### config.mk
export PLATFORM = sky130hd
export DESIGN_NAME = adc_frame_deframer_glitch_reject
export DESIGN_NICKNAME = d
export VERILOG_FILES = /design/src/rtl/afd_pkg.sv /design/src/rtl/afd_front.sv /design/src/rtl/afd_fifo.sv /design/src/rtl/afd_back.sv /design/src/rtl/adc_frame_deframer_glitch_reject.sv
export SDC_FILE = /design/constraint.sdc
export NUM_CORES = 1
export LEC_CHECK = 0
export BUFFER_PORTS_ARGS = -buffer_cell sky130_fd_sc_hd__buf_2
export CAP_MARGIN = 0
export CORE_UTILIZATION = 26
export DETAILED_ROUTE_END_ITERATION = 16
export MAX_ROUTING_LAYER = met4
export PLACE_DENSITY_LB_ADDON = 0.08
export SYNTH_ARGS = -nofsm -noshare
export SYNTH_HDL_FRONTEND = slang
export SYNTH_SLANG_ARGS = --single-unit
### constraint.sdc
create_clock -name aclk -period 12.75 [get_ports aclk]
set_input_delay 1.275 -clock aclk [delete_from_list [all_inputs] [get_ports aclk]]
set_output_delay 1.275 -clock aclk [all_outputs]
set_load 0.05 [all_outputs]
### src/rtl/afd_pkg.sv
`timescale 1ns / 1ps

package afd_pkg;

    localparam logic [7:0] SYNC_BYTE = 8'hFF;

    localparam int CFG_INDEX_W = 2;
    localparam int CFG_DATA_W  = 16;

    localparam logic [CFG_INDEX_W-1:0] REG_GLITCH_ENABLE    = 2'd0;
    localparam logic [CFG_INDEX_W-1:0] REG_GLITCH_THRESHOLD = 2'd1;
    localparam logic [CFG_INDEX_W-1:0] REG_FRAME_SAMPLES    = 2'd2;

    localparam logic        RESET_GLITCH_ENABLE    = 1'b1;
    localparam logic [15:0] RESET_GLITCH_THRESHOLD = 16'd500;
    localparam logic [15:0] RESET_FRAME_SAMPLES    = 16'd1000;

    localparam logic KIND_SAMPLE = 1'b0;
    localparam logic KIND_RUN    = 1'b1;

    localparam int QUEUE_DEPTH = 4;
    localparam int M_DATA_W    = 88;

    typedef struct packed {
        logic        glitch_enable;
        logic [15:0] glitch_threshold;
        logic [15:0] frame_samples;
    } afd_cfg_t;

endpackage

### src/rtl/afd_front.sv
`timescale 1ns / 1ps

module afd_front
    import afd_pkg::*;
#(
    parameter int CHANNEL_COUNT = 4,
    parameter int CW            = 2
) (
    input  logic          aclk,
    input  logic          aresetn,
    input  afd_cfg_t      cfg,
    input  logic          byte_valid,
    input  logic [7:0]    byte_data,
    output logic          push_valid,
    output logic          push_reject,
    output logic [CW-1:0] push_chan,
    output logic [15:0]   push_raw
);

    localparam logic [2:0] PH_IDLE     = 3'd0;
    localparam logic [2:0] PH_PRE      = 3'd1;
    localparam logic [2:0] PH_CHAN     = 3'd2;
    localparam logic [2:0] PH_PAD      = 3'd3;
    localparam logic [2:0] PH_PAD_DROP = 3'd4;
    localparam logic [2:0] PH_DATA     = 3'd5;

    logic [2:0]    phase_reg, phase_next;
    logic [CW-1:0] chan_reg, chan_next;
    logic          held_reg, held_next;
    logic [7:0]    held_byte_reg, held_byte_next;
    logic [15:0]   count_reg, count_next;
    logic [15:0]   prev_reg, prev_next;

    logic [15:0] raw;
    logic [15:0] count_inc;
    logic        frame_end;
    logic [16:0] diff;
    logic [16:0] abs_diff;
    logic        reject;
    logic [2:0]  scan_phase;

    assign raw       = {byte_data, held_byte_reg};
    assign count_inc = count_reg + 16'd1;
    assign frame_end = count_inc >= cfg.frame_samples;
    assign diff      = {raw[15], raw} - {prev_reg[15], prev_reg};
    assign abs_diff  = diff[16] ? (17'd0 - diff) : diff;
    assign reject    = cfg.glitch_enable && (prev_reg != 16'd0)
                       && (abs_diff > {1'b0, cfg.glitch_threshold});
    assign scan_phase = (byte_data == SYNC_BYTE) ? PH_PRE : PH_IDLE;

    assign push_valid  = byte_valid && (phase_reg == PH_DATA) && held_reg;
    assign push_reject = reject;
    assign push_chan   = chan_reg;
    assign push_raw    = raw;

    always_comb begin
        phase_next     = phase_reg;
        chan_next      = chan_reg;
        held_next      = held_reg;
        held_byte_next = held_byte_reg;
        count_next     = count_reg;
        prev_next      = prev_reg;
        if (byte_valid) begin
            unique case (phase_reg)
                PH_PRE: begin
                    phase_next = (byte_data == SYNC_BYTE) ? PH_CHAN : PH_IDLE;
                end
                PH_CHAN: begin
                    if (byte_data >= 8'd1 && byte_data <= 8'(CHANNEL_COUNT)) begin
                        chan_next  = CW'(byte_data - 8'd1);
                        phase_next = PH_PAD;
                    end else begin
                        phase_next = PH_PAD_DROP;
                    end
                end
                PH_PAD: begin
                    phase_next = PH_DATA;
                    held_next  = 1'b0;
                end
                PH_PAD_DROP: begin
                    phase_next = PH_IDLE;
                end
                PH_DATA: begin
                    if (!held_reg) begin
                        held_next      = 1'b1;
                        held_byte_next = byte_data;
                    end else if (reject) begin
                        if (frame_end) begin
                            held_next  = 1'b0;
                            count_next = 16'd0;
                            phase_next = scan_phase;
                        end else begin
                            held_next      = 1'b1;
                            held_byte_next = byte_data;
                            count_next     = count_inc;
                        end
                    end else begin
                        held_next = 1'b0;
                        prev_next = raw;
                        if (frame_end) begin
                            count_next = 16'd0;
                            phase_next = PH_IDLE;
                        end else begin
                            count_next = count_inc;
                        end
                    end
                end
                default: begin
                    phase_next = scan_phase;
                end
            endcase
        end
    end

    always_ff @(posedge aclk) begin
        if (!aresetn) begin
            phase_reg     <= PH_IDLE;
            chan_reg      <= '0;
            held_reg      <= 1'b0;
            held_byte_reg <= 8'd0;
            count_reg     <= 16'd0;
            prev_reg      <= 16'd0;
        end else begin
            phase_reg     <= phase_next;
            chan_reg      <= chan_next;
            held_reg      <= held_next;
            held_byte_reg <= held_byte_next;
            count_reg     <= count_next;
            prev_reg      <= prev_next;
        end
    end

endmodule

### src/rtl/afd_fifo.sv
`timescale 1ns / 1ps

module afd_fifo #(
    parameter int WIDTH = 8,
    parameter int DEPTH = 4
) (
    input  logic             aclk,
    input  logic             aresetn,
    input  logic             push,
    input  logic [WIDTH-1:0] push_data,
    input  logic             pop,
    output logic [WIDTH-1:0] head_data,
    output logic             empty,
    output logic             full
);

    localparam int PW = (DEPTH > 1) ? $clog2(DEPTH) : 1;
    localparam int NW = $clog2(DEPTH + 1);

    logic [WIDTH-1:0] mem [DEPTH];
    logic [PW-1:0]    wr_ptr_reg, wr_ptr_next;
    logic [PW-1:0]    rd_ptr_reg, rd_ptr_next;
    logic [NW-1:0]    count_reg, count_next;

    assign empty     = (count_reg == NW'(0));
    assign full      = (count_reg == NW'(DEPTH));
    assign head_data = mem[rd_ptr_reg];

    always_comb begin
        wr_ptr_next = wr_ptr_reg;
        rd_ptr_next = rd_ptr_reg;
        count_next  = count_reg;
        if (push) begin
            wr_ptr_next = (wr_ptr_reg == PW'(DEPTH - 1)) ? '0 : wr_ptr_reg + PW'(1);
        end
        if (pop) begin
            rd_ptr_next = (rd_ptr_reg == PW'(DEPTH - 1)) ? '0 : rd_ptr_reg + PW'(1);
        end
        if (push && !pop) begin
            count_next = count_reg + NW'(1);
        end else if (pop && !push) begin
            count_next = count_reg - NW'(1);
        end
    end

    always_ff @(posedge aclk) begin
        if (push) begin
            mem[wr_ptr_reg] <= push_data;
        end
    end

    always_ff @(posedge aclk) begin
        if (!aresetn) begin
            wr_ptr_reg <= '0;
            rd_ptr_reg <= '0;
            count_reg  <= '0;
        end else begin
            wr_ptr_reg <= wr_ptr_next;
            rd_ptr_reg <= rd_ptr_next;
            count_reg  <= count_next;
        end
    end

endmodule

### src/rtl/afd_back.sv
`timescale 1ns / 1ps

module afd_back
    import afd_pkg::*;
#(
    parameter int CHANNEL_COUNT = 4,
    parameter int CW            = 2
) (
    input  logic                aclk,
    input  logic                aresetn,
    input  logic                head_valid,
    input  logic                head_reject,
    input  logic [CW-1:0]       head_chan,
    input  logic [15:0]         head_raw,
    output logic                pop,
    output logic                m_tvalid,
    input  logic                m_tready,
    output logic [M_DATA_W-1:0] m_tdata,
    output logic                m_tuser,
    output logic                m_tlast
);

    logic [31:0] acc_reg [CHANNEL_COUNT];
    logic [31:0] run_reg [CHANNEL_COUNT];
    logic        split_reg, split_next;
    logic        valid_reg, valid_next;
    logic [M_DATA_W-1:0] data_reg, data_next;
    logic        kind_reg, kind_next;
    logic        last_reg, last_next;

    logic        load;
    logic [31:0] acc;
    logic [31:0] run;
    logic [31:0] run_inc;
    logic [2:0]  chan_number;
    logic        emit_reject;
    logic        emit_split;
    logic        emit_sample;

    assign load        = !valid_reg || m_tready;
    assign acc         = acc_reg[head_chan];
    assign run         = run_reg[head_chan];
    assign run_inc     = run + 32'd1;
    assign chan_number = 3'(head_chan) + 3'd1;

    assign emit_reject = head_valid && load && head_reject;
    assign emit_split  = head_valid && load && !head_reject
                         && (run != 32'd0) && !split_reg;
    assign emit_sample = head_valid && load && !head_reject && !emit_split;
    assign pop         = emit_reject || emit_sample;

    always_comb begin
        valid_next = valid_reg;
        data_next  = data_reg;
        kind_next  = kind_reg;
        last_next  = last_reg;
        split_next = split_reg;
        if (load) begin
            valid_next = head_valid;
        end
        if (emit_reject) begin
            kind_next = KIND_RUN;
            last_next = 1'b1;
            data_next = {5'd0, run_inc, acc, 16'd0, chan_number};
        end else if (emit_split) begin
            kind_next  = KIND_RUN;
            last_next  = 1'b0;
            data_next  = {5'd0, run, acc, 16'd0, chan_number};
            split_next = 1'b1;
        end else if (emit_sample) begin
            kind_next  = KIND_SAMPLE;
            last_next  = 1'b1;
            data_next  = {5'd0, 32'd0, acc, head_raw, chan_number};
            split_next = 1'b0;
        end
    end

    always_ff @(posedge aclk) begin
        data_reg <= data_next;
        kind_reg <= kind_next;
        last_reg <= last_next;
    end

    always_ff @(posedge aclk) begin
        if (!aresetn) begin
            valid_reg <= 1'b0;
            split_reg <= 1'b0;
            for (int i = 0; i < CHANNEL_COUNT; i++) begin
                acc_reg[i] <= 32'd0;
                run_reg[i] <= 32'd0;
            end
        end else begin
            valid_reg <= valid_next;
            split_reg <= split_next;
            if (emit_reject) begin
                run_reg[head_chan] <= run_inc;
            end else if (emit_sample) begin
                run_reg[head_chan] <= 32'd0;
                acc_reg[head_chan] <= acc + 32'd1;
            end
        end
    end

    assign m_tvalid = valid_reg;
    assign m_tdata  = data_reg;
    assign m_tuser  = kind_reg;
    assign m_tlast  = last_reg;

endmodule

### src/rtl/adc_frame_deframer_glitch_reject.sv
`timescale 1ns / 1ps
// Channel  | Dir | Beat contents
// s_       | in  | tdata[7:0] data_byte
// m_       | out | tdata: channel_number, sample_value, output_position,
//          |     |   error_run_length; tuser record_kind; tlast last_of_run
// cfg_     | in  | cfg_addr selects glitch_enable, glitch_threshold, frame_samples
//
// One byte is taken per cycle while the four-entry sample queue has room.
// The record stage sends one beat per cycle; a good sample that closes an error
// run needs two beats, and the queue absorbs that extra beat, so bytes keep
// flowing at one per cycle while m_tready stays high.
// A record passes through the sample queue before it reaches the output register;
// a closing run record is sent ahead of the sample that it closes.
// Synchronous reset clears the parser, the channel counters, the queue and the output valid,
// and sets the config registers to their defaults; a stalled m_ side backs up through the queue.

module adc_frame_deframer_glitch_reject
    import afd_pkg::*;
#(
    parameter int CHANNEL_COUNT = 4
) (
    input  logic                   aclk,
    input  logic                   aresetn,
    input  logic                   s_tvalid,
    output logic                   s_tready,
    input  logic [7:0]             s_tdata,   // [7:0] data_byte
    output logic                   m_tvalid,
    input  logic                   m_tready,
    // [2:0] channel_number, [18:3] sample_value, [50:19] output_position,
    // [82:51] error_run_length, [87:83] zero
    output logic [M_DATA_W-1:0]    m_tdata,
    output logic                   m_tuser,   // [0] record_kind
    output logic                   m_tlast,
    input  logic                   cfg_we,
    input  logic [CFG_INDEX_W-1:0] cfg_addr,
    input  logic [CFG_DATA_W-1:0]  cfg_wdata
);

    localparam int CW = (CHANNEL_COUNT > 1) ? $clog2(CHANNEL_COUNT) : 1;
    localparam int QW = 1 + CW + 16;

    afd_cfg_t cfg_reg;

    logic          byte_valid;
    logic          push_valid;
    logic          push_reject;
    logic [CW-1:0] push_chan;
    logic [15:0]   push_raw;
    logic [QW-1:0] head_data;
    logic          q_empty;
    logic          q_full;
    logic          pop;

    always_ff @(posedge aclk) begin
        if (!aresetn) begin
            cfg_reg.glitch_enable    <= RESET_GLITCH_ENABLE;
            cfg_reg.glitch_threshold <= RESET_GLITCH_THRESHOLD;
            cfg_reg.frame_samples    <= RESET_FRAME_SAMPLES;
        end else if (cfg_we) begin
            unique case (cfg_addr)
                REG_GLITCH_ENABLE:    cfg_reg.glitch_enable    <= cfg_wdata[0];
                REG_GLITCH_THRESHOLD: cfg_reg.glitch_threshold <= cfg_wdata;
                REG_FRAME_SAMPLES:    cfg_reg.frame_samples    <= cfg_wdata;
                default: begin
                end
            endcase
        end
    end

    assign s_tready   = !q_full;
    assign byte_valid = s_tvalid && s_tready;

    afd_front #(
        .CHANNEL_COUNT(CHANNEL_COUNT),
        .CW           (CW)
    ) u_front (
        .aclk       (aclk),
        .aresetn    (aresetn),
        .cfg        (cfg_reg),
        .byte_valid (byte_valid),
        .byte_data  (s_tdata),
        .push_valid (push_valid),
        .push_reject(push_reject),
        .push_chan  (push_chan),
        .push_raw   (push_raw)
    );

    afd_fifo #(
        .WIDTH(QW),
        .DEPTH(QUEUE_DEPTH)
    ) u_queue (
        .aclk     (aclk),
        .aresetn  (aresetn),
        .push     (push_valid),
        .push_data({push_reject, push_chan, push_raw}),
        .pop      (pop),
        .head_data(head_data),
        .empty    (q_empty),
        .full     (q_full)
    );

    afd_back #(
        .CHANNEL_COUNT(CHANNEL_COUNT),
        .CW           (CW)
    ) u_back (
        .aclk       (aclk),
        .aresetn    (aresetn),
        .head_valid (!q_empty),
        .head_reject(head_data[QW-1]),
        .head_chan  (head_data[QW-2:16]),
        .head_raw   (head_data[15:0]),
        .pop        (pop),
        .m_tvalid   (m_tvalid),
        .m_tready   (m_tready),
        .m_tdata    (m_tdata),
        .m_tuser    (m_tuser),
        .m_tlast    (m_tlast)
    );

    a_no_push_when_full: assert property (@(posedge aclk) disable iff (!aresetn)
        push_valid |-> !q_full)
        else $error("sample queue written while full");

    a_pop_needs_entry: assert property (@(posedge aclk) disable iff (!aresetn)
        pop |-> !q_empty)
        else $error("sample queue read while empty");

    a_sample_is_last: assert property (@(posedge aclk) disable iff (!aresetn)
        (m_tvalid && (m_tuser == KIND_SAMPLE)) |-> m_tlast)
        else $error("sample record not marked last");

    a_split_then_sample: assert property (@(posedge aclk) disable iff (!aresetn)
        (m_tvalid && m_tready && !m_tlast) |=> (m_tvalid && (m_tuser == KIND_SAMPLE)))
        else $error("closing run record not followed by its sample");

endmodule

Word level (Yosys, flattened, before mapping)
Memory sizes are Yosys's and may differ from the RTL's. A register that Yosys moved wholly into a read port is not among the register bits.
Index checks and enable logic that the tools add are counted.

storage, ports and cells
  memories = 3
  word-level logic and storage cells = 146
  output and inout port bits = 92
  RAM bits = 332
  bits in registers = 173

memory list
  memory          depth  width  read ports  clocked after memory_dff  wr ports  RTL line        RTL
  u_back.acc_reg  4      32     1           0                         4         afd_back.sv:23  logic [31:0] acc_reg [CHANNEL_COUNT];
  u_back.run_reg  4      32     1           0                         4         afd_back.sv:24  logic [31:0] run_reg [CHANNEL_COUNT];
  u_queue.mem     4      19     1           1                         1         afd_fifo.sv:20  logic [WIDTH-1:0] mem [DEPTH];

operators by class
  mux-type cells = 47
  bitwise logic cells = 3
  add/sub/neg operators = 11
  reductions and logical operators = 45
  $lt $le $gt $ge = 4
  equal/unequal tests = 15

operators with widths
  cell                                                                                  number
  83-bit two-way mux                                                                    3
  32-bit two-way mux                                                                    3
  32-bit by 1-bit adder with 32-bit output (second input constant)                      2
  32-bit OR reduction                                                                   2
  32-bit nonzero test                                                                   1
  8-bit two-way mux                                                                     3
  3-bit two-way mux                                                                     7
  1-bit two-way mux                                                                     20
  17-bit by 16-bit > comparator with 1-bit output                                       1
  17-bit two-way mux                                                                    1
  1-bit by 17-bit subtractor with 17-bit output (first input constant)                  1
  16-bit by 16-bit subtractor with 17-bit output                                        1
  16-bit by 1-bit adder with 16-bit output (second input constant)                      1
  16-bit greater-or-equal comparator                                                    1
  16-bit two-way mux                                                                    1
  16-bit nonzero test                                                                   1
  3-bit case mux with 5 select lines                                                    1
  1-bit logical AND                                                                     14
  2-bit two-way mux                                                                     7
  2-bit AND reduction                                                                   5
  3-bit == test (second input constant)                                                 3
  3-bit AND reduction                                                                   3
  8-bit == test (second input constant)                                                 1
  8-bit by 1-bit greater-or-equal comparator with 1-bit output (second input constant)  1
  23 further kinds                                                                      41

Depth between registers and ports, before layout
Gate-level depths: netlist (run 1).

  depth after elaboration = 15
  gate-level depth with buffers = 22
  gate-level depth less buffers = 21

Hierarchy
From an unflattened synthesis (run 1), not the netlist that was laid out.

second synthesis, totals
  cell total of the unflattened synthesis = 1942
  area total of the unflattened synthesis = 24250.8 um^2

by module, submodules not included
  module                            seq. area each (um^2)  times used  area an instance (um^2)  cells an instance
  afd_back                          10099.7                1           15029.4                  1061
  afd_front                         920.9                  1           4599.4                   598
  afd_fifo                          2462.4                 1           3243.1                   143
  adc_frame_deframer_glitch_reject  660.6                  1           1378.8                   140

Worst setup path after synthesis (run 1)
OpenSTA, ideal clock, no wires.

  kind = reg-to-reg
  start point = register with a tool-made name
  end point = memory u_back.acc_reg[0][0], enable pin
  setup time = 470 ps
  clock period less this slack = 5650 ps
  path slack = 7100 ps
  cell stages (with the launch flop) = 13
  arrival = 5180 ps
  path buffers = 5
  cell sequence = dfxtp_1 -> buf_6 -> mux4_2 -> buf_6 -> buf_6 -> buf_8 -> mux2i_1 -> nor4_1 -> nand4_1 -> o21bai_4 -> buf_2 -> nand2_1 -> o31ai_1

RTL lines
  element        RTL line
  end, declared  afd_back.sv:23

==> results.toml, run 1 <==
[die]
floorplan.die.width_um = 310
rows = 112
initial_core_util_pct = 26.3
dieArea_um2 = 95800
core-area_um2 = 93500
fp.dieH_um = 310
ios = 123

[clock_tree]
post_cts_buffers = 0
ctsResizeCount = 0
clk_pin_slew_ns = 0.06
cts_htree_levels = 2
clock_tree.root_cell = "clkbuf_16"
cts_buffers = 61
cts_tree = "done"
cts_sinks = 507
worstSkewPairLatency_ns = 0.65
cts_buffer_depth = 3
cts_hold_buf = 0

[route]
drc = 0
routed_via_density = 4.56
drt_iter0_markers = 872
wl_um = 66800
drt-pass1-iter-count = 7
antenna_left = 0
wl_per_cell_um = 19.0
vias = 16000

[finish]
final_layout_size_suffix_gt1_share_pct = 14.3
nNetsFinal = 2305
syn2layout_area_growth_pct = 15.6
utilization_pct = 30.4

[pwr]
p_sw_w = 0.000814
intPower_w = 0.00283
seq_power_share_pct = 49.8
powerDensity_nw_per_um2 = 128
power_leakage_nw = 11.4
design_power_total_w = 0.00364
power.share.clock_pct = 46.2
power.share.switching_pct = 22.4
irDropWorstVdd_mv = 0.102
power_frac_comb_pct = 4.0

[yosys]
synthXorXnorAreaFrac_pct = 3.63
avgSynthCellArea_um2 = 11.7
ys_seq_elements = 507
synth_top_family_by_area = "simple AND/OR/NAND/NOR gates"
synthDistinctLibCells = 85
synthAdderAreaFrac_pct = 3.42
synth-edff-count = 399
synthMuxAreaShare_pct = 10.7
synth_compound_area_share_pct = 7.02
synth.cell_area_um2 = 24600
async_flop_share_pct = 0
syn_inst = 2098
ys_seq_area_share_pct = 57.5
ys_warn_count = 0
synthFlopType = "edfxtp_1"
synth_simple_gate_area_share_pct = 13.9

[place]
portBuffers = 117
pre_cts_ws_ns = 5.89
gp_congestion = 0.805
dp_hpwl_um = 43400

[status]
outcome = "finished clean"

[global_route]
grt_pass1_vias = 16200
gr-total-overflow = 0
antenna_found_initial = 2
grt_pass1_wl_um = 101000
grt.total_usage_pct = 14.3
grt_max_degree = 76

[setup_path]
path_delay_family = "buffers and inverters"
crit_arrival_ns = 6.95
path_buf_inv = 5
cp_data_required_time_ns = 13.03
cp-end-kind = "register"
cp_max_fo = 50
worst_path_max_delay_cell = "o21bai_4"
crit_path_max_incr_delay_ns = 0.71
crit_top_cell = "buf_4"
crit_type = "reg -> reg"
worstPathCellList = "buf_4, mux2i_1, nand2_2, o21ai_4, inv_6, buf_4, mux2i_1, mux2i_1, nor4_1, nand4_1, o21bai_4, nand4_1, buf_4, and2_1, nand2_1, buf_4"
cp-start-kind = "register"

[worst_hold_path]
hold_path_class = "reg -> reg"

[sta]
drv_slew = 0
worst_pin_slew_ns = 1.20
rsz0062_at_grt = "false"
setup_viol = 0
clock-skew-final_ns = 0.0315
hold_viol = 0
slew_headroom_pct = 19.1
setup_ws_ns = 6.08
whs_ns = 0.455
period_minus_slack_ns = 6.67
finalCritPeriodShare_pct = 52.3
fin_tns_setup_ns = 0
fmax_mhz = 150

[flow_run]
max_cap_violations = 0
cell usage after synthesis, types with 4 or more instances:
master / instances / area share [%]
buf_6: 12 / 0.55
nand3b_1: 11 / 0.34
a41oi_1: 4 / 0.14
clkbuf_1: 56 / 0.85
a22oi_1: 5 / 0.15
inv_1: 92 / 1.4
nor3_1: 10 / 0.20
xnor2_1: 44 / 1.6
a21o_1: 15 / 0.46
nand3_1: 33 / 0.67
and2_1: 45 / 1.1
ha_1: 64 / 3.3
a211oi_1: 9 / 0.27
o22ai_1: 5 / 0.13
and3_1: 15 / 0.38
buf_2: 19 / 0.39
a31oi_1: 8 / 0.20
mux2_2: 6 / 0.27
mux2i_2: 12 / 0.67
mux4_2: 31 / 2.8
dfxtp_1: 108 / 8.8
edfxtp_1: 399 / 49
nor2_1: 322 / 4.9
nor3b_1: 4 / 0.12
nor4_1: 16 / 0.41
nand2b_1: 9 / 0.23
a32o_1: 16 / 0.65
buf_4: 11 / 0.34
o211ai_1: 17 / 0.52
mux2i_1: 163 / 6.6
o21bai_1: 5 / 0.15
a21oi_1: 96 / 2.0
xor2_1: 56 / 2.0
and4_1: 5 / 0.18
nor2b_1: 17 / 0.43
o21ai_0: 53 / 1.1
nand4_1: 20 / 0.51
buf_1: 6 / 0.092
nand2_1: 200 / 3.1
o31ai_1: 7 / 0.21
nand4_2: 4 / 0.20
placed cells by master (no fill, tap or decap), types with 44 or more instances in the layout:
cell type and n:
edfxtp_1 399, nor2_1 318, nand2_1 200, mux2i_1 163, buf_2 117, dfxtp_1 108, a21oi_1 96, inv_1 90
ha_1 64, clkbuf_16 62, xor2_1 56, o21ai_0 51, and2_1 45, xnor2_1 44
per-layer routing:
layer / up-vias / part of all wire [%] / track usage [%]
met5: - / 0 / -
met4: 0 / 1.6 / 2.98
met3: 73 / 4.2 / 2.27
met2: 269 / 48 / 23.8
met1: 7929 / 46 / 18.4
li1: 7758 / - / -
metrics by stage:
stage	area, um^2	std cells
global route	28400	3513
global placement	26500	3399
detailed placement	26500	3399
floorplan	24600	2102
finish	28400	3515
CTS	28400	3513
worst paths after layout:
kind | startpoint | end | slack, ns | cells past startpoint
setup / recovery | register | u_back.run_reg[1][2]$_SDFFCE_PN0P_ | 6.08 | 16
hold / removal | cfg_reg[4]$_SDFFE_PN0P_ | cfg_reg[4]$_SDFFE_PN0P_ | 0.45 | 2
setup reg to reg | register | u_back.run_reg[1][2]$_SDFFCE_PN0P_ | 6.08 | 16
hold reg to reg | cfg_reg[4]$_SDFFE_PN0P_ | cfg_reg[4]$_SDFFE_PN0P_ | 0.45 | 2
cell type report:
cell class	count	area, um^2
fillers	9618	65000
diodes	2	5.00
clock buffers	83	1670
well taps	1254	1570
flip-flops and latches	507	14100
inverters	93	357
repair buffers	150	833
clock inverters	31	275
multi-input cells	1395	9580
logic make-up (layout without fill, tap and decap cells):
family                   count (synthesis)  after routing
buffers and inverters                  200            357
adder cells (fa/ha/maj)                 66             66
flip-flops                             507            507
AO/OA/AOI/OAI                          270            270
other                                    1              7
multiplexers                           215            215
AND/OR/NAND/NOR                        738            738
XOR/XNOR                               101            101
worst min-delay path, stage by stage, from the launching register on:
cell     delay [ns]
dfxtp_1        0.31
nand2_1        0.05
a21oi_1        0.05
power groups by stage:
stage / clock, W / combinational, W / sequential [W]
6_report: 0.00168 / 0.000144 / 0.00181
5_1_grt: 0.00181 / 0.000162 / 0.00182
4_1_cts: 0.00174 / 0.000148 / 0.00181
3_5_place_dp: 0 / 0.000148 / 0.00185
3_3_place_gp: 0 / 0.000146 / 0.00185
2_1_floorplan: 0 / 0.0000960 / 0.00185
Power figures use the tool's default switching activity.
==> inputs of run 2 (changes only) <==
clock period = 5.55 ns   (was 12.75 ns; I/O delays follow)
==> run 2 against run 1 <==
Against the previous run:
- cell count rose by 1.1%
- combinational power is 140% higher
- cell area rose by 1.4%
- sequential cell count stayed put
- global-route usage is 0.47 points higher
- setup slack worse by 5.5 ns
- routed wire length increased by 2.4%
- critical endpoint is now u_front.prev_reg[15]$_SDFFE_PN0P_
- critical path type unchanged
- non-clock buffer count is 35 higher
- clock power grew 140%
- die area did not move
==> results.toml, run 2 (same netlist as run 1, synthesis figures left out) <==
[clock_tree]
cts_buffer_depth = 3
cts_htree_levels = 2
post_cts_buffers = 0
cts_tree = "done"
clk_pin_slew_ns = 0.06
cts_buffers = 61
clock_tree.root_cell = "clkbuf_16"
ctsResizeCount = 0
cts_hold_buf = 0
cts_sinks = 507
worstSkewPairLatency_ns = 0.64

[die]
core-area_um2 = 93500
rows = 112
fp.dieH_um = 310
dieArea_um2 = 95800
ios = 123
floorplan.die.width_um = 310
initial_core_util_pct = 26.3

[global_route]
antenna_found_initial = 4
grt_pass1_wl_um = 104000
grt_pass1_vias = 16700
grt_max_degree = 91
grt.total_usage_pct = 14.8
gr-total-overflow = 0

[setup_path]
reg2reg_slack_ns = 0.54
cp_max_fo = 16
crit_path_max_incr_delay_ns = 0.52
crit_type = "reg -> reg"
crit_arrival_ns = 5.56
path_delay_family = "compound AO/OA/AOI/OAI gates"
worst_path_max_delay_cell = "or4_1"
r2r_end = "u_front.prev_reg[15]$_SDFFE_PN0P_"
worstPathCellList = "inv_1, ha_1, fa_1, nand2b_1, a21o_1, a21oi_1, xnor2_1, nand4b_1, or4_1, o21ai_0, xor2_1, ha_1, a21o_1, a21oi_1, o21ai_0, nand3_1, o31ai_1, nor2_2, buf_4, mux2i_1"
rr_worst_depth = 20
cp-end-kind = "register"
cp_data_required_time_ns = 6.10
r2r-start = "u_front.held_byte_reg[0]$_SDFFE_PN0P_"
path_buf_inv = 2
cp-start-kind = "register"

[pwr]
power.share.clock_pct = 47.1
power_leakage_nw = 11.6
power_frac_comb_pct = 4.1
power.share.switching_pct = 22.2
intPower_w = 0.00663
irDropWorstVdd_mv = 0.266
p_sw_w = 0.00190
powerDensity_nw_per_um2 = 296
seq_power_share_pct = 48.8

[route]
routed_via_density = 4.55
drt_iter0_markers = 803
vias = 16100
wl_per_cell_um = 19.3
wl_um = 68400
drt-pass1-iter-count = 5
antenna_left = 0
drc = 0

[finish]
layout_commonest_cell = "edfxtp_1"
final_layout_size_suffix_gt1_share_pct = 16.0
layout_common_cells = "399 x edfxtp_1, 318 x nor2_1, 200 x nand2_1"
syn2layout_area_growth_pct = 17.3
multi_input_area_um2 = 9580
nNetsFinal = 2340
fillers = 9557
utilization_pct = 30.9
seq_area_um2 = 14100
instances_no_fill = 3552

[worst_hold_path]
hold_path_depth = 3
hold_path_class = "in -> reg"
hp-start = "cfg_wdata[14]"
holdPathEnd = "cfg_reg[30]$_SDFFE_PN0P_"

[sta]
worst_pin_slew_ns = 1.14
period_minus_slack_ns = 5.01
clock-skew-final_ns = 0.0234
hold_viol = 0
fmax_mhz = 200
finalCritPeriodShare_pct = 90.2
drv_slew = 0
whs_ns = 0.197
rsz0062_at_grt = "false"
setup_ws_ns = 0.542
setup_viol = 0
slew_headroom_pct = 24.0

[place]
dp_hpwl_um = 44400
portBuffers = 117
gp_congestion = 0.774
dp.cells = 3434
pre_cts_ws_ns = 0.521

[flow_run]
max_cap_violations = 0

[status]
outcome = "finished clean"
## run 2: cell count changes in the layout (fill, tap and decap cells not counted), sizes merged
cell,delta
clkinvlp,+1
clkbuf,+2
bufinv,+1
buf,+35
clkinv,-8
inv,+5
diode,+1
## run 2: area by class of cell
type,count,area share (%)
Sequential cell,507,49.0
Multi-Input combinational cell,1395,33.2
Clock buffer,85,6.05
Tap cell,1254,5.44
Timing Repair Buffer,185,4.06
Inverter,93,1.24
Clock inverter,30,0.928
Antenna cell,3,0.0260
## run 2: through the flow
stage,total power (W),TNS (ns),area (um^2)
final,0.00853,0,28800
after global routing,0.00886,0,28800
after CTS,0.00869,0,28800
after detailed placement,0.00461,0,26800
after global placement,0.00460,0,26800
after floorplan,0.00446,-6.43,24600
## run 2: metal layers
metal  routed length (um)  GRT usage, %
met2                32700          24.1
met5                    0             -
met4                 1320          3.48
met1                31800          19.3
met3                 2550          2.23
## run 2: tightest hold or removal path, stage by stage
cell	delay, ns
buf_2	0.11
nand2_1	0.05
a21oi_1	0.05
## run 2: worst max path at each step
stage | from | to | slack, ns | depth (start not counted)
final | u_front.held_byte_reg[0]$_SDFFE_PN0P_ | u_front.prev_reg[15]$_SDFFE_PN0P_ | 0.54 | 20
after global routing | u_front.held_byte_reg[0]$_SDFFE_PN0P_ | u_front.prev_reg[15]$_SDFFE_PN0P_ | 0.13 | 20
after CTS | u_front.held_byte_reg[0]$_SDFFE_PN0P_ | u_front.held_byte_reg[2]$_SDFFE_PN0P_ | 0.54 | 18
after detailed placement | s_tdata[1] | u_front.prev_reg[15]$_SDFFE_PN0P_ | 0.52 | 17
after global placement | s_tdata[1] | u_front.prev_reg[10]$_SDFFE_PN0P_ | 0.62 | 17
after floorplan | register | u_back.acc_reg[0][0]$_SDFFCE_PN0P_ | -0.10 | 12
## run 2: power by group through the flow
stage          combinational [W]  clock [W]  sequential (W)
6_report                0.000350    0.00402         0.00417
5_1_grt                 0.000394    0.00430         0.00417
4_1_cts                 0.000360    0.00416         0.00417
3_5_place_dp            0.000359          0         0.00425
3_3_place_gp            0.000359          0         0.00424
2_1_floorplan           0.000220          0         0.00424
